`src/hw/rtl/ttlc_pkg.sv`:
```
// Shared types and constants for the target track lifecycle/confidence block.
// No dependencies; every other file of the block imports this package.
package ttlc_pkg;

  localparam int unsigned CONF_W    = 17;
  localparam int unsigned HIT_W     = 10;
  localparam int unsigned MISS_W    = 9;
  localparam int unsigned BOUND_W   = 4;
  localparam int unsigned CFG_W     = 8;
  localparam int unsigned CFG_IDX_W = 1;

  // Shared arithmetic unit widths. NUM_W covers the widest intermediate for a
  // window of up to 64 entries and must be even (two quotient bits a cycle).
  localparam int unsigned NUM_W   = 40;
  localparam int unsigned MUL_A_W = 26;
  localparam int unsigned K_W     = 11;
  localparam int unsigned D_W     = 10;
  localparam int unsigned OPND_W  = 32;

  localparam logic [CONF_W-1:0] ONE_Q = 17'h10000;

  localparam logic [CFG_IDX_W-1:0] REG_CONFIRM_HITS = 1'b0;
  localparam logic [CFG_IDX_W-1:0] REG_DROP_MISSES  = 1'b1;
  localparam logic [CFG_W-1:0]     CONFIRM_RESET    = 8'd5;
  localparam logic [CFG_W-1:0]     DROP_RESET       = 8'd10;

  // Blend factors as numerator (signed) / denominator pairs.
  localparam logic signed [K_W-1:0] K_ZERO        = 11'sd0;
  localparam logic signed [K_W-1:0] K_ONE         = 11'sd1;
  localparam logic        [D_W-1:0] D_ONE         = 10'd1;
  localparam logic signed [K_W-1:0] BASE_TRK_NUM  = 11'sd4;
  localparam logic signed [K_W-1:0] BASE_DET_NUM  = 11'sd2;
  localparam logic        [D_W-1:0] BASE_DEN      = 10'd5;
  localparam logic        [D_W-1:0] STAB_HALF_DEN = 10'd2;
  localparam logic signed [K_W-1:0] TL_FLOOR_NUM  = 11'sd3;
  localparam logic        [D_W-1:0] TL_FLOOR_DEN  = 10'd10;
  localparam logic signed [K_W-1:0] UNBOUND_NUM   = 11'sd7;
  localparam logic        [D_W-1:0] UNBOUND_DEN   = 10'd10;
  localparam logic signed [K_W-1:0] ONEBOUND_NUM  = 11'sd17;
  localparam logic        [D_W-1:0] ONEBOUND_DEN  = 10'd20;
  localparam logic signed [K_W-1:0] WIN_X_NUM     = 11'sd3;
  localparam int unsigned           WIN_MEAN_NUM  = 7;
  localparam logic        [D_W-1:0] WIN_DEN       = 10'd10;

  typedef enum logic [1:0] {
    PH_DETECTING = 2'd0,
    PH_TRACKING  = 2'd1,
    PH_TEMP_LOST = 2'd2,
    PH_LOST      = 2'd3
  } phase_t;

  typedef enum logic [2:0] {
    SQ_IDLE,
    SQ_UPDATE,
    SQ_LOAD,
    SQ_MUL,
    SQ_ADD,
    SQ_DIV,
    SQ_DIV_WAIT,
    SQ_EMIT
  } seq_t;

  typedef enum logic [1:0] {
    BS_BASE,
    BS_STAB,
    BS_BOUND,
    BS_WIN
  } step_t;

  typedef enum logic [2:0] {
    ALU_NOP,
    ALU_LOAD,
    ALU_MUL,
    ALU_ADD,
    ALU_DIV
  } alu_op_t;

  typedef struct packed {
    alu_op_t                  op;
    logic signed [K_W-1:0]    k;
    logic [D_W-1:0]           d;
    logic signed [OPND_W-1:0] opnd;
  } alu_cmd_t;

  typedef struct packed {
    logic              step;
    logic              func;
    logic              matched;
    logic [CONF_W-1:0] conf;
  } life_cmd_t;

  typedef struct packed {
    phase_t            phase;
    logic [HIT_W-1:0]  hits;
    logic [MISS_W-1:0] misses;
    logic [CONF_W-1:0] last_conf;
  } life_st_t;

  typedef struct packed {
    logic              clear;
    logic              push;
    logic [CONF_W-1:0] value;
  } win_cmd_t;

endpackage

```
`src/hw/rtl/ttlc_if.sv`:
```
// Valid/ready channel interfaces for the item and result beats.
// Depends on ttlc_pkg for field widths.
interface ttlc_item_if;
  import ttlc_pkg::*;
  logic               valid;
  logic               ready;
  logic               func;
  logic               matched;
  logic [CONF_W-1:0]  det_conf;
  logic [BOUND_W-1:0] bound_tracks;

  modport source (output valid, func, matched, det_conf, bound_tracks, input ready);
  modport sink   (input valid, func, matched, det_conf, bound_tracks, output ready);
endinterface

interface ttlc_result_if;
  import ttlc_pkg::*;
  logic              valid;
  logic              ready;
  logic [1:0]        phase;
  logic              is_tracking;
  logic              remove;
  logic [CONF_W-1:0] confidence;
  logic [HIT_W-1:0]  hit_count;
  logic [MISS_W-1:0] miss_count;

  modport source (output valid, phase, is_tracking, remove, confidence, hit_count,
                  miss_count, input ready);
  modport sink   (input valid, phase, is_tracking, remove, confidence, hit_count,
                  miss_count, output ready);
endinterface

```
`src/hw/rtl/target_track_lifecycle_confidence.sv`:
```
// Target track lifecycle and confidence: top level with sequencer and output register.
// Depends on ttlc_pkg, ttlc_if, ttlc_window, ttlc_life and ttlc_alu.
//
// One item at a time. Each accepted beat either starts a track (func = 0) or
// reports a frame (func = 1); the phase machine and the confidence window are
// updated first, then a blended confidence is built in fixed point (65536 = 1.0)
// from a phase baseline, a stability factor, a binding factor and the window
// mean, each step truncated toward zero, and clamped to 0..65536. All blend
// arithmetic runs through one shared multiply/add/divide unit under a small
// sequencer: four multiply-then-divide steps, with an add before the last
// divide. The divider retires two quotient bits a cycle, and a division by one
// is skipped. The item port is ready again as soon as the result is loaded
// into the output register, even if that result has not been taken yet.
// Configuration writes (confirm_hits, drop_misses) take effect at once and
// are expected only while no item is in flight.
module target_track_lifecycle_confidence #(
  parameter int WINDOW_DEPTH = 8
) (
  input  logic                              clk,
  input  logic                              rst,
  input  logic                              cfg_we,
  input  logic [ttlc_pkg::CFG_IDX_W-1:0]    cfg_idx,
  input  logic [ttlc_pkg::CFG_W-1:0]        cfg_wdata,
  ttlc_item_if.sink                         item,
  ttlc_result_if.source                     result
);
  import ttlc_pkg::*;

  localparam int FILL_W = $clog2(WINDOW_DEPTH + 1);
  localparam int SUM_W  = CONF_W + FILL_W;

  // Configuration registers.
  logic [CFG_W-1:0] confirm_hits;
  logic [CFG_W-1:0] drop_misses;

  always_ff @(posedge clk) begin
    if (rst) begin
      confirm_hits <= CONFIRM_RESET;
      drop_misses  <= DROP_RESET;
    end else if (cfg_we) begin
      case (cfg_idx)
        REG_CONFIRM_HITS: confirm_hits <= cfg_wdata;
        REG_DROP_MISSES:  drop_misses  <= cfg_wdata;
        default: begin
        end
      endcase
    end
  end

  // Sequencer state and the captured item beat.
  seq_t               state, state_next;
  step_t              step, step_next;
  logic               func_q;
  logic               matched_q;
  logic [CONF_W-1:0]  conf_q;
  logic [BOUND_W-1:0] bound_q;
  logic               accept;
  logic [CONF_W-1:0]  conf_eff;

  assign item.ready = (state == SQ_IDLE);
  assign accept     = item.valid && item.ready;

  // No confidence (zero) or above one both count as one.
  assign conf_eff = (item.det_conf == '0 || item.det_conf > ONE_Q) ? ONE_Q : item.det_conf;

  always_ff @(posedge clk) begin
    if (accept) begin
      func_q    <= item.func;
      matched_q <= item.matched;
      conf_q    <= conf_eff;
      bound_q   <= item.bound_tracks;
    end
  end

  // Sub-units.
  life_cmd_t                life_cmd;
  life_st_t                 life_st;
  win_cmd_t                 win_cmd;
  logic [FILL_W-1:0]        win_fill;
  logic [SUM_W-1:0]         win_sum;
  alu_cmd_t                 alu_cmd;
  logic                     alu_busy;
  logic signed [NUM_W-1:0]  alu_num;

  ttlc_life u_life (
    .clk          (clk),
    .rst          (rst),
    .cmd          (life_cmd),
    .confirm_hits (confirm_hits),
    .drop_misses  (drop_misses),
    .st           (life_st)
  );

  ttlc_window #(
    .DEPTH (WINDOW_DEPTH)
  ) u_window (
    .clk  (clk),
    .rst  (rst),
    .cmd  (win_cmd),
    .fill (win_fill),
    .sum  (win_sum)
  );

  ttlc_alu u_alu (
    .clk  (clk),
    .rst  (rst),
    .cmd  (alu_cmd),
    .busy (alu_busy),
    .num  (alu_num)
  );

  // Blend factors for the current step, taken from the updated track state.
  logic [CFG_W-1:0]        mm;         // max(1, drop_misses)
  logic [CFG_W:0]          cc;         // max(1, 2 * confirm_hits)
  logic                    h_ge_c;
  logic                    two_h_lt_c;
  logic                    ten_h_lt_3c;
  logic signed [K_W-1:0]   fac_k;
  logic [D_W-1:0]          fac_d;
  logic [OPND_W-1:0]       win_add;

  assign mm          = (drop_misses == '0) ? CFG_W'(1) : drop_misses;
  assign cc          = (confirm_hits == '0) ? (CFG_W+1)'(1) : {confirm_hits, 1'b0};
  assign h_ge_c      = (life_st.hits >= {1'b0, cc});
  assign two_h_lt_c  = ({life_st.hits, 1'b0} < {2'b00, cc});
  assign ten_h_lt_3c = (({4'b0000, life_st.hits} * 14'd10) < ({5'b00000, cc} * 14'd3));

  always_comb begin
    fac_k   = K_ONE;
    fac_d   = D_ONE;
    win_add = '0;
    case (step)
      BS_BASE: begin
        case (life_st.phase)
          PH_TRACKING: begin
            fac_k = BASE_TRK_NUM;
            fac_d = BASE_DEN;
          end
          PH_DETECTING: begin
            fac_k = BASE_DET_NUM;
            fac_d = BASE_DEN;
          end
          PH_TEMP_LOST: begin
            // (M - misses) / (2M); negative once misses passes a lowered limit
            fac_k = $signed({3'b000, mm}) - $signed({2'b00, life_st.misses});
            fac_d = {1'b0, mm, 1'b0};
          end
          default: begin
            fac_k = K_ZERO;
          end
        endcase
      end
      BS_STAB: begin
        if (life_st.phase inside {PH_TRACKING, PH_DETECTING}) begin
          if (!h_ge_c) begin
            if (two_h_lt_c) begin
              fac_d = STAB_HALF_DEN;
            end else begin
              fac_k = $signed({1'b0, life_st.hits});
              fac_d = {1'b0, cc};
            end
          end
        end else if (life_st.phase == PH_TEMP_LOST) begin
          if (!h_ge_c) begin
            if (ten_h_lt_3c) begin
              fac_k = TL_FLOOR_NUM;
              fac_d = TL_FLOOR_DEN;
            end else begin
              fac_k = $signed({1'b0, life_st.hits});
              fac_d = {1'b0, cc};
            end
          end
        end
      end
      BS_BOUND: begin
        if (bound_q == '0) begin
          fac_k = UNBOUND_NUM;
          fac_d = UNBOUND_DEN;
        end else if (bound_q == BOUND_W'(1)) begin
          fac_k = ONEBOUND_NUM;
          fac_d = ONEBOUND_DEN;
        end
      end
      BS_WIN: begin
        // (3 * x * fill + 7 * sum) / (10 * fill)
        if (win_fill != '0) begin
          fac_k   = $signed(K_W'(win_fill) * K_W'(WIN_X_NUM));
          fac_d   = D_W'(win_fill) * WIN_DEN;
          win_add = OPND_W'(win_sum) * OPND_W'(WIN_MEAN_NUM);
        end
      end
      default: begin
      end
    endcase
  end

  function automatic step_t step_after(step_t s);
    case (s)
      BS_BASE:  return BS_STAB;
      BS_STAB:  return BS_BOUND;
      BS_BOUND: return BS_WIN;
      default:  return BS_WIN;
    endcase
  endfunction

  logic load_out;

  always_ff @(posedge clk) begin
    if (rst) begin
      state <= SQ_IDLE;
      step  <= BS_BASE;
    end else begin
      state <= state_next;
      step  <= step_next;
    end
  end

  always_comb begin
    state_next       = state;
    step_next        = step;
    life_cmd.step    = 1'b0;
    life_cmd.func    = func_q;
    life_cmd.matched = matched_q;
    life_cmd.conf    = conf_q;
    win_cmd.clear    = 1'b0;
    win_cmd.push     = 1'b0;
    win_cmd.value    = conf_q;
    alu_cmd.op       = ALU_NOP;
    alu_cmd.k        = fac_k;
    alu_cmd.d        = fac_d;
    alu_cmd.opnd     = '0;
    load_out         = 1'b0;
    case (state)
      SQ_IDLE: begin
        if (accept) begin
          state_next = SQ_UPDATE;
        end
      end
      SQ_UPDATE: begin
        // Advance the phase machine; a start clears the window, a start or a
        // matched frame records its confidence.
        life_cmd.step = 1'b1;
        win_cmd.clear = !func_q;
        win_cmd.push  = !func_q || matched_q;
        state_next    = SQ_LOAD;
      end
      SQ_LOAD: begin
        alu_cmd.op   = ALU_LOAD;
        alu_cmd.opnd = $signed(OPND_W'(life_st.last_conf));
        step_next    = BS_BASE;
        state_next   = SQ_MUL;
      end
      SQ_MUL: begin
        alu_cmd.op = ALU_MUL;
        state_next = (step == BS_WIN) ? SQ_ADD : SQ_DIV;
      end
      SQ_ADD: begin
        alu_cmd.op   = ALU_ADD;
        alu_cmd.opnd = $signed(win_add);
        state_next   = SQ_DIV;
      end
      SQ_DIV: begin
        if (fac_d != D_ONE) begin
          alu_cmd.op = ALU_DIV;
          state_next = SQ_DIV_WAIT;
        end else if (step == BS_WIN) begin
          state_next = SQ_EMIT;
        end else begin
          step_next  = step_after(step);
          state_next = SQ_MUL;
        end
      end
      SQ_DIV_WAIT: begin
        if (!alu_busy) begin
          if (step == BS_WIN) begin
            state_next = SQ_EMIT;
          end else begin
            step_next  = step_after(step);
            state_next = SQ_MUL;
          end
        end
      end
      SQ_EMIT: begin
        // Hold here while the previous result still occupies the output register.
        if (!result.valid || result.ready) begin
          load_out   = 1'b1;
          state_next = SQ_IDLE;
        end
      end
      default: begin
        state_next = SQ_IDLE;
      end
    endcase
  end

  // Output register: clamp the blend to 0..1.0 and capture the track state.
  logic [CONF_W-1:0] conf_clamped;

  assign conf_clamped = alu_num[NUM_W-1]            ? '0 :
                        (alu_num > NUM_W'(ONE_Q))   ? ONE_Q :
                                                      alu_num[CONF_W-1:0];

  logic              out_valid;
  phase_t            out_phase;
  logic [CONF_W-1:0] out_conf;
  logic [HIT_W-1:0]  out_hits;
  logic [MISS_W-1:0] out_misses;

  always_ff @(posedge clk) begin
    if (rst) begin
      out_valid <= 1'b0;
    end else if (load_out) begin
      out_valid <= 1'b1;
    end else if (result.ready) begin
      out_valid <= 1'b0;
    end
  end

  always_ff @(posedge clk) begin
    if (load_out) begin
      out_phase  <= life_st.phase;
      out_conf   <= conf_clamped;
      out_hits   <= life_st.hits;
      out_misses <= life_st.misses;
    end
  end

  assign result.valid       = out_valid;
  assign result.phase       = out_phase;
  assign result.is_tracking = (out_phase == PH_TRACKING || out_phase == PH_TEMP_LOST);
  assign result.remove      = (out_phase == PH_LOST);
  assign result.confidence  = out_conf;
  assign result.hit_count   = out_hits;
  assign result.miss_count  = out_misses;

  a_alu_idle_issue: assert property (@(posedge clk) disable iff (rst)
    (alu_cmd.op != ALU_NOP) |-> !alu_busy)
    else $error("arithmetic command issued while divider busy");

  a_emit_last_step: assert property (@(posedge clk) disable iff (rst)
    (state == SQ_EMIT) |-> (step == BS_WIN))
    else $error("result emitted before the window step");

  a_flags_exclusive: assert property (@(posedge clk) disable iff (rst)
    result.valid |-> !(result.is_tracking && result.remove))
    else $error("tracking and remove flags both set");

endmodule

```
`src/hw/rtl/ttlc_window.sv`:
```
// Sliding window of observed confidences with running sum and fill count.
// Depends on ttlc_pkg; a push first reads the oldest entry, then updates the window.
module ttlc_window #(
  parameter int DEPTH = 8
) (
  input  logic                         clk,
  input  logic                         rst,
  input  ttlc_pkg::win_cmd_t           cmd,
  output logic [$clog2(DEPTH+1)-1:0]   fill,
  output logic [ttlc_pkg::CONF_W+$clog2(DEPTH+1)-1:0] sum
);
  import ttlc_pkg::*;

  localparam int FILL_W = $clog2(DEPTH + 1);
  localparam int SUM_W  = CONF_W + FILL_W;
  localparam int PTR_W  = (DEPTH > 1) ? $clog2(DEPTH) : 1;

  logic [CONF_W-1:0] mem [DEPTH];
  logic [CONF_W-1:0] rd;
  logic [CONF_W-1:0] pend_val;
  logic              pend;
  logic [PTR_W-1:0]  ptr;
  logic              full;

  assign full = (fill == FILL_W'(DEPTH));

  // Read the oldest entry on the command cycle, write the new one in the cycle after.
  always_ff @(posedge clk) begin
    if (cmd.push) begin
      rd <= mem[ptr];
    end
    if (pend) begin
      mem[ptr] <= pend_val;
    end
  end

  always_ff @(posedge clk) begin
    if (cmd.push) begin
      pend_val <= cmd.value;
    end
  end

  always_ff @(posedge clk) begin
    if (rst) begin
      pend <= 1'b0;
      ptr  <= '0;
      fill <= '0;
      sum  <= '0;
    end else begin
      pend <= cmd.push;
      if (cmd.clear) begin
        ptr  <= '0;
        fill <= '0;
        sum  <= '0;
      end else if (pend) begin
        if (full) begin
          sum <= sum - SUM_W'(rd) + SUM_W'(pend_val);
        end else begin
          fill <= fill + 1'b1;
          sum  <= sum + SUM_W'(pend_val);
        end
        ptr <= (ptr == PTR_W'(DEPTH - 1)) ? '0 : ptr + 1'b1;
      end
    end
  end

  a_fill_bound: assert property (@(posedge clk) disable iff (rst)
    fill <= FILL_W'(DEPTH))
    else $error("window fill count above depth");

endmodule

```
`src/hw/rtl/ttlc_life.sv`:
```
// Track phase machine with hit/miss counters and last detector confidence.
// Depends on ttlc_pkg; the registered state updates on a step strobe.
module ttlc_life (
  input  logic                         clk,
  input  logic                         rst,
  input  ttlc_pkg::life_cmd_t          cmd,
  input  logic [ttlc_pkg::CFG_W-1:0]   confirm_hits,
  input  logic [ttlc_pkg::CFG_W-1:0]   drop_misses,
  output ttlc_pkg::life_st_t           st
);
  import ttlc_pkg::*;

  phase_t            phase, phase_next;
  logic [HIT_W-1:0]  hits, hits_next;
  logic [MISS_W-1:0] misses, misses_next;
  logic [CONF_W-1:0] last_conf, last_conf_next;

  logic [HIT_W-1:0]  cap;
  logic [HIT_W:0]    hits_inc;
  logic [HIT_W-1:0]  hits_capped;
  logic [MISS_W-1:0] misses_inc;

  assign cap         = {2'b00, confirm_hits} + {1'b0, confirm_hits, 1'b0};
  assign hits_inc    = {1'b0, hits} + 1'b1;
  assign hits_capped = (hits_inc < {1'b0, cap}) ? hits_inc[HIT_W-1:0] : cap;
  assign misses_inc  = misses + 1'b1;

  always_comb begin
    phase_next     = phase;
    hits_next      = hits;
    misses_next    = misses;
    last_conf_next = last_conf;
    if (cmd.step) begin
      if (!cmd.func) begin
        phase_next     = PH_DETECTING;
        hits_next      = '0;
        misses_next    = '0;
        last_conf_next = cmd.conf;
      end else begin
        if (cmd.matched) begin
          last_conf_next = cmd.conf;
        end
        case (phase)
          PH_DETECTING: begin
            if (cmd.matched) begin
              hits_next = hits_inc[HIT_W-1:0];
              if (hits_inc > {3'b000, confirm_hits}) begin
                phase_next = PH_TRACKING;
              end
            end else begin
              hits_next  = '0;
              phase_next = PH_LOST;
            end
          end
          PH_TRACKING: begin
            if (cmd.matched) begin
              hits_next = hits_capped;
            end else begin
              phase_next  = PH_TEMP_LOST;
              misses_next = misses_inc;
            end
          end
          PH_TEMP_LOST: begin
            if (!cmd.matched) begin
              misses_next = misses_inc;
              hits_next   = (hits == '0) ? '0 : hits - 1'b1;
              if (misses_inc > {1'b0, drop_misses}) begin
                misses_next = '0;
                hits_next   = '0;
                phase_next  = PH_LOST;
              end
            end else begin
              phase_next  = PH_TRACKING;
              misses_next = '0;
              hits_next   = hits_capped;
            end
          end
          default: begin
          end
        endcase
      end
    end
  end

  always_ff @(posedge clk) begin
    if (rst) begin
      phase     <= PH_LOST;
      hits      <= '0;
      misses    <= '0;
      last_conf <= ONE_Q;
    end else begin
      phase     <= phase_next;
      hits      <= hits_next;
      misses    <= misses_next;
      last_conf <= last_conf_next;
    end
  end

  assign st.phase     = phase;
  assign st.hits      = hits;
  assign st.misses    = misses;
  assign st.last_conf = last_conf;

  a_lost_clear: assert property (@(posedge clk) disable iff (rst)
    (phase == PH_LOST) |-> (hits == '0 && misses == '0))
    else $error("lost track holds nonzero counters");

  a_miss_phase: assert property (@(posedge clk) disable iff (rst)
    (misses != '0) |-> (phase == PH_TEMP_LOST))
    else $error("miss count outside temporary loss");

endmodule

```
`src/hw/rtl/ttlc_alu.sv`:
```
// Shared arithmetic unit: load, multiply by a small factor, add, and an
// iterative divide by a positive divisor (two quotient bits per cycle, truncating
// toward zero). Depends on ttlc_pkg.
module ttlc_alu (
  input  logic                                 clk,
  input  logic                                 rst,
  input  ttlc_pkg::alu_cmd_t                   cmd,
  output logic                                 busy,
  output logic signed [ttlc_pkg::NUM_W-1:0]    num
);
  import ttlc_pkg::*;

  localparam int DIV_STEPS = NUM_W / 2;
  localparam int CNT_W     = $clog2(DIV_STEPS + 1);

  logic [NUM_W-1:0] quo, quo_next;
  logic [D_W-1:0]   rem, rem_next;
  logic [D_W-1:0]   dvs;
  logic             neg;
  logic [CNT_W-1:0] cnt;

  logic signed [MUL_A_W+K_W-1:0] prod;
  logic [D_W:0]                  r1, r2;
  logic [D_W-1:0]                r1s;
  logic                          q1, q2;

  assign busy = (cnt != '0);
  assign prod = $signed(num[MUL_A_W-1:0]) * $signed(cmd.k);

  // Two restoring steps per cycle.
  always_comb begin
    r1       = {rem, quo[NUM_W-1]};
    q1       = (r1 >= {1'b0, dvs});
    r1s      = q1 ? D_W'(r1 - {1'b0, dvs}) : r1[D_W-1:0];
    r2       = {r1s, quo[NUM_W-2]};
    q2       = (r2 >= {1'b0, dvs});
    rem_next = q2 ? D_W'(r2 - {1'b0, dvs}) : r2[D_W-1:0];
    quo_next = {quo[NUM_W-3:0], q1, q2};
  end

  always_ff @(posedge clk) begin
    if (rst) begin
      cnt <= '0;
    end else if (busy) begin
      cnt <= cnt - 1'b1;
    end else if (cmd.op == ALU_DIV) begin
      cnt <= CNT_W'(DIV_STEPS);
    end
  end

  always_ff @(posedge clk) begin
    if (busy) begin
      quo <= quo_next;
      rem <= rem_next;
      if (cnt == CNT_W'(1)) begin
        num <= neg ? -$signed(quo_next) : $signed(quo_next);
      end
    end else begin
      case (cmd.op)
        ALU_LOAD: num <= NUM_W'(cmd.opnd);
        ALU_MUL:  num <= NUM_W'(prod);
        ALU_ADD:  num <= num + NUM_W'(cmd.opnd);
        ALU_DIV: begin
          neg <= num[NUM_W-1];
          quo <= num[NUM_W-1] ? NUM_W'(-num) : NUM_W'(num);
          rem <= '0;
          dvs <= cmd.d;
        end
        default: begin
        end
      endcase
    end
  end

endmodule
```
`src/flat_wrapper.sv`:
```
// flat-port wrapper written by rule: the top's interface ports become plain ports
module target_track_lifecycle_confidence_flat import ttlc_pkg::*;
#(
  parameter int WINDOW_DEPTH = 8
)
  (clk, rst, cfg_we, cfg_idx, cfg_wdata, item_valid, item_func, item_matched, item_det_conf, item_bound_tracks, item_ready, result_valid, result_phase, result_is_tracking, result_remove, result_confidence, result_hit_count, result_miss_count, result_ready);
  ttlc_item_if item_i ();
  ttlc_result_if result_i ();
  input  logic clk;
  input  logic rst;
  input  logic cfg_we;
  input  logic [ttlc_pkg::CFG_IDX_W-1:0] cfg_idx;
  input  logic [ttlc_pkg::CFG_W-1:0] cfg_wdata;
  input wire logic [$bits(item_i.valid)-1:0] item_valid;
  input wire logic [$bits(item_i.func)-1:0] item_func;
  input wire logic [$bits(item_i.matched)-1:0] item_matched;
  input wire logic [$bits(item_i.det_conf)-1:0] item_det_conf;
  input wire logic [$bits(item_i.bound_tracks)-1:0] item_bound_tracks;
  output wire logic [$bits(item_i.ready)-1:0] item_ready;
  output wire logic [$bits(result_i.valid)-1:0] result_valid;
  output wire logic [$bits(result_i.phase)-1:0] result_phase;
  output wire logic [$bits(result_i.is_tracking)-1:0] result_is_tracking;
  output wire logic [$bits(result_i.remove)-1:0] result_remove;
  output wire logic [$bits(result_i.confidence)-1:0] result_confidence;
  output wire logic [$bits(result_i.hit_count)-1:0] result_hit_count;
  output wire logic [$bits(result_i.miss_count)-1:0] result_miss_count;
  input wire logic [$bits(result_i.ready)-1:0] result_ready;
  assign item_i.valid = item_valid;
  assign item_i.func = item_func;
  assign item_i.matched = item_matched;
  assign item_i.det_conf = item_det_conf;
  assign item_i.bound_tracks = item_bound_tracks;
  assign item_ready = item_i.ready;
  assign result_valid = result_i.valid;
  assign result_phase = result_i.phase;
  assign result_is_tracking = result_i.is_tracking;
  assign result_remove = result_i.remove;
  assign result_confidence = result_i.confidence;
  assign result_hit_count = result_i.hit_count;
  assign result_miss_count = result_i.miss_count;
  assign result_i.ready = result_ready;
  target_track_lifecycle_confidence #(.WINDOW_DEPTH(WINDOW_DEPTH)) u_core (.clk(clk), .rst(rst), .cfg_we(cfg_we), .cfg_idx(cfg_idx), .cfg_wdata(cfg_wdata), .item(item_i), .result(result_i));
endmodule
```
`config.mk`:
```
export PLATFORM = sky130hd
export DESIGN_NAME = target_track_lifecycle_confidence_flat
export DESIGN_NICKNAME = d
export VERILOG_FILES = /design/src/hw/rtl/ttlc_pkg.sv /design/src/hw/rtl/ttlc_if.sv /design/src/hw/rtl/target_track_lifecycle_confidence.sv /design/src/hw/rtl/ttlc_window.sv /design/src/hw/rtl/ttlc_life.sv /design/src/hw/rtl/ttlc_alu.sv /design/src/flat_wrapper.sv
export SDC_FILE = /design/constraint.sdc
export NUM_CORES = 2
export LEC_CHECK = 0
export BUFFER_PORTS_ARGS = -buffer_cell sky130_fd_sc_hd__buf_4
export CAP_MARGIN = 40
export CORE_UTILIZATION = 54
export CTS_CLUSTER_SIZE = 25
export DETAILED_ROUTE_END_ITERATION = 8
export PLACE_DENSITY = 0.7
export SLEW_MARGIN = 20
export SYNTH_ARGS = -nofsm -noshare
export SYNTH_HDL_FRONTEND = slang
export SYNTH_HIERARCHICAL = 1
export SYNTH_SLANG_ARGS = --single-unit
```
`constraint.sdc`:
```
create_clock -name clk -period 12.2 [get_ports clk]
set_input_delay 1.22 -clock clk [delete_from_list [all_inputs] [get_ports clk]]
set_output_delay 1.22 -clock clk [all_outputs]
set_load 0.01 [all_outputs]
```
After elaboration in Yosys (flattened, before gate mapping)
Memory sizes are Yosys's and may differ from the RTL's. A register that Yosys moved wholly into a read port is not among the register bits.
Cells that the tools add are included.
- register bits after elaboration: 273
- latch bits: 0
- memory bits (writable): 136
- bits in read-only memories: 0
- output and inout bits: 42
- word-level logic and storage cells: 224
- memories: 1
- memories (name ; depth ; bits a word ; rd ports ; clocked after memory_dff ; wr ports ; RTL line ; source):
    u_core.u_window.mem ; 8 ; 17 ; 1 ; 1 ; 1 ; ttlc_window.sv:18 ; logic [CONF_W-1:0] mem [DEPTH];
- $add $sub $neg: 16
- $mul: 6
- div/mod/pow operators: 0
- magnitude comparators: 10
- equality and inequality tests: 36
- shift operators: 0
- muxes and demuxes: 87
- bitwise gates (word level): 3
- reduce and logical (&&, ||, !) cells: 36
- operator list (operator ; number):
    40-bit 2-to-1 mux ; 6
    10-bit 2-to-1 mux ; 18
    40-bit case mux with 3 select lines ; 1
    40-bit negation ; 2
    32-bit case mux with 2 select lines ; 1
    9-bit 2-to-1 mux ; 7
    11-bit 2-to-1 mux ; 5
    17-bit 2-to-1 mux ; 3
    11-bit case mux with 4 select lines ; 1
    21-bit by 17-bit adder with 21-bit output ; 2
    40-bit by 32-bit adder with 40-bit output ; 1
    40-bit by 17-bit greater-than comparator with 1-bit output (second input constant) ; 1
    10-bit case mux with 4 select lines ; 1
    26-bit by 11-bit multiplier with 37-bit output ; 1
    9-bit case mux with 2 select lines ; 2
    11-bit case mux with 3 select lines ; 1
    32-bit 2-to-1 mux ; 1
    10-bit case mux with 3 select lines ; 1
    21-bit by 3-bit multiplier with 24-bit output (second input constant) ; 1
    24-bit 2-to-1 mux ; 1
    3-bit case mux with 8 select lines ; 1
    11-bit by 10-bit >= comparator with 1-bit output ; 2
    21-bit 2-to-1 mux ; 1
    3-bit 2-to-1 mux ; 7
    60 further kinds ; 126

Logic depth before layout (Yosys ltp)
- word-level depth: 15
- gate-level depth with buffers: 48
- gate-level depth less buffers: 45

Modules after synthesis
Netlist, hierarchy kept.
- modules (own cells, without submodules) (module ; instances ; cells an instance ; area an instance (µm²)):
    ttlc_alu ; 1 ; 2245 ; 19378.6
    ttlc_window ; 1 ; 821 ; 9983.3
    target_track_lifecycle_confidence ; 1 ; 773 ; 7360.8
    ttlc_life ; 1 ; 421 ; 3248.1

Worst setup path before layout
Ideal clock, no wire load.
- kind: reg2reg
- start: reg u_core.confirm_hits[2]
- end: reg u_core/u_alu/num[33] (netlist bit), data pin
- library setup time: 273 ps
- arrival: 9747 ps
- path slack: 2180 ps
- stages on the path, launching flop included: 47
- path through: dfxtp_1 clkbuf_1 inv_1 ha_1 nand4_1 inv_1 nor2_1 ha_1 a21oi_1 inv_1 a21oi_1 nor2_1 maj3_1 a21o_1 a21o_1 xnor2_1 ha_1 nand3_1 [... 11 more ...] fa_1 inv_1 fa_1 fa_1 inv_1 fa_1 inv_1 ha_1 and2_1 or4b_2 nand3_1 o2111a_1 o41a_1 a31o_2 and2_1 o211a_1 o21ai_0 a22oi_1
- RTL lines (element ; RTL line ; source):
    start, declared ; target_track_lifecycle_confidence.sv:33 ; logic [CFG_W-1:0] confirm_hits;
    start signal, assigned ; target_track_lifecycle_confidence.sv:42 ; REG_CONFIRM_HITS: confirm_hits <= cfg_wdata;
    end signal, assigned ; ttlc_alu.sv:56 ; num <= neg ? -$signed(quo_next) : $signed(quo_next);
    end signal, assigned ; ttlc_alu.sv:60 ; ALU_LOAD: num <= NUM_W'(cmd.opnd);
    end signal, assigned ; ttlc_alu.sv:61 ; ALU_MUL: num <= NUM_W'(prod);
    end, declared ; ttlc_alu.sv:9 ; output logic signed [ttlc_pkg::NUM_W-1:0] num

==> impl_metrics.toml <==
[status]
status = "complete, but fails checks"
violations = "design-rule violations"

[synthesis]
synthArstFlopShare_pct = 0
yosys_warnings = 6
synth_cell_types = 116
ys.flop_type = "edfxtp_1"
postSynthCellCount = 4260
synth_edf_count = 332
synth_area_um2 = 40000
yosys.area.top_type = "edfxtp_1"
synth_top_area_share_pct = 24.9
synth-seq-cells = 426
synth_seq_area_share_pct = 29.7
ys_top_cells_by_area = "edfxtp_1, fa_1, ha_1"
postSynthAreaPerCell_um2 = 9.38

[worst_setup_path]
r2r_end = "u_core/u_alu/num[39]"
worstSetupEndpoint = "u_core/u_alu/num[39]"
cpMaxStageDelayCell = "fa_1"
arrival_ns = 11.49
r2r_slack_ns = 1.04
r2r-start = "u_core/confirm_hits[1]"
critPathKind = "flip-flop to flip-flop"
max_stage_delay_ns = 0.56
path_common_cell = "inv_1"
startpoint = "u_core/confirm_hits[1]"
end_kind = "flip-flop"
r2r_cells = 44
start_kind = "flip-flop"
worstPathMaxFanout = 18
cp.required_ns = 12.53

[place]
placed_cells = 5208
pre_cts_slack_ns = 1.09
place_area_um2 = 41700
gp_congestion = 0.931
io_buffers = 78
dp_hpwl_um = 79300

[cts]
cts_setup_buffers = 0
path_clk_slew_ns = 0.06
postCtsHoldBufs = 0
cts_tree = "built"
clockBufferDepth = 3
numCtsBuffers = 49
clock_latency_ns = 0.64
cts-root-buf = "clkbuf_16"
htree_levels = 2
cts_sinks = 426
cts_resized = 0

[floorplan]
die_w_um = 274
die_area_um2 = 75100
ioPinCount = 79
core_um2 = 73100
num_rows = 99
die_height_um = 274
start_util_pct = 54.7

[routing]
first_pass_iters = 8
wire_per_inst_um = 20.0
via_per_inst = 5.96
wirelength_um = 106000
drc_errors = 2
drt_first_iter_violations = 2597
vias = 31600
postRouteAntennaNets = 0

[global_route]
grt_pass1_wl_um = 169000
grt_pass1_vias = 30900
antenna_found_initial = 0
grt_max_degree = 66
grt-ovfl-total = 0
grtUsageTotal_pct = 28.5

[power]
leakage_nw = 18.4
power_density_nw_per_um2 = 153
peakVddDrop_mv = 0.191

[timing]
setup_violations = 0
max_freq_mhz = 89.6
setup_slack_ns = 1.04
finalCriticalPeriod_ns = 11.16
drv_slew = 0
max_slew_margin_pct = 39.6
worst_pin_slew_ns = 0.906
rsz0062_at_grt = "no"
timing.final.crit_share_pct = 91.5
hold_violations = 0
setup_tns_ns = 0
fin_skew_ns = 0.0550

[run]
cap_violations = 0

[cells_and_area]
finalNetCount = 4962
drive_above_1_share_pct = 7.75
antenna_cells = 0
stdcell_count = 5305
syn2layout_area_growth_pct = 8.65
fin_area_um2 = 43400

[min_path]
hp-class = "flip-flop to flip-flop"
routing by layer:
metal,track usage (%),up-vias,share of wire (%)
li1,-,14900,-
met1,41.4,15400,45
met2,45.1,1102,46
met3,3.49,144,6.9
met4,7.27,0,2.3
met5,0,-,0
flip-flops by register name, indices dropped and copies added (netlist names), 17 cells and up:
name,count
u_core/conf_q,17
u_core/u_life/last_conf,17
u_core/result.confidence,17
u_core/u_alu/quo,40
u_core/u_window/mem,136
u_core/u_window/pend_val,17
u_core/u_window/rd,17
u_core/u_window/sum,21
u_core/u_alu/num,40
layout make-up:
| type | count | area, µm² |
|---|---|---|
| inverter | 493 | 1850 |
| sequential | 426 | 11900 |
| tap | 959 | 1200 |
| clock buffer | 57 | 1280 |
| fill | 6372 | 29700 |
| clock inverter | 34 | 384 |
| timing repair buffer | 151 | 1200 |
| multi-input combinational | 3185 | 25700 |
how the worst min path moves through the flow:
stage                      from                           to  slack [ns]  cells past startpoint
3_3_place_gp   u_core/conf_q[7]  u_core/u_window/pend_val[7]        0.44                      0
2_1_floorplan  u_core/conf_q[0]  u_core/u_window/pend_val[0]        0.43                      0
3_5_place_dp   u_core/conf_q[7]  u_core/u_window/pend_val[7]        0.44                      0
6_report       u_core/conf_q[7]  u_core/u_window/pend_val[7]        0.45                      0
4_1_cts        u_core/conf_q[7]  u_core/u_window/pend_val[7]        0.45                      0
5_1_grt        u_core/conf_q[7]  u_core/u_window/pend_val[7]        0.46                      0
per-stage QoR:
step                hold WS, ns  util (%)  power, mW
floorplan                 0.426         -       4.27
global route              0.462      59.4       7.07
CTS                       0.454      59.3       6.59
finish                    0.453      59.4       6.63
global placement          0.437      56.9       5.00
detailed placement        0.440      57.0       5.06
where the power goes:
| part | internal (mW) | switching (mW) | total, mW | leakage (nW) |
|---|---|---|---|---|
| clock | 0.853 | 0.662 | 1.52 | 0.794 |
| sequential | 1.91 | 0.366 | 2.28 | 3.83 |
| combinational | 1.09 | 1.74 | 2.84 | 13.8 |
cell families after synthesis:
family	count (synthesis)	synth area share [%]
XOR/XNOR	248	5.45
multiplexers	80	2.16
AO/OA/AOI/OAI	982	16.1
AND/OR/NAND/NOR	1229	15.0
adder cells (fa/ha/maj)	620	25.0
flip-flops	426	29.7
buffers and inverters	674	6.63
other	1	0.00938
cells in the final DEF (no fill, tap or decap), types with 13 or more instances in the layout:
cell       count
a211o_1       13
a211oi_1      59
a21o_1        64
a21oi_1      257
a221oi_1      27
a22o_1        15
a22oi_1       20
a31oi_1       24
and2_1       154
and3_1        22
buf_4        144
clkbuf_16     49
conb_1        26
dfxtp_1       92
edfxtp_1     332
fa_1         299
ha_1         320
inv_1        491
mux2_2        29
mux2i_1       47
nand2_1      464
nand2b_1      41
nand3_1       57
nand4_1       28
nor2_1       218
nor2b_1       28
nor3_1        70
nor4_1        29
o211ai_1      31
o21a_1        25
o21ai_0      216
o21ai_1       15
o21bai_1      24
o22ai_1       23
o31ai_1       35
o41ai_1       16
or3_1         33
or4_1         15
xnor2_1      122
xor2_1       125
synth_stat cells (all sizes together) (123+ instances only):
| master | n |
|---|---|
| a21oi | 259 |
| and2 | 155 |
| clkbuf | 152 |
| edfxtp | 332 |
| fa | 299 |
| ha | 320 |
| inv | 492 |
| nand2 | 465 |
| nor2 | 222 |
| o21ai | 237 |
| xnor2 | 123 |
| xor2 | 125 |
worst max-delay path, delay by kind of cell (launching register included):
family	cells	cell delay, ns
adders and majority gates	10	3.85
AOI/OAI and AO/OA	14	3.28
and+or+nand+nor	11	1.71
buffers and inverters	7	0.87
muxes	2	0.72
DFF	1	0.43
(Power assumes the default switching activity.)
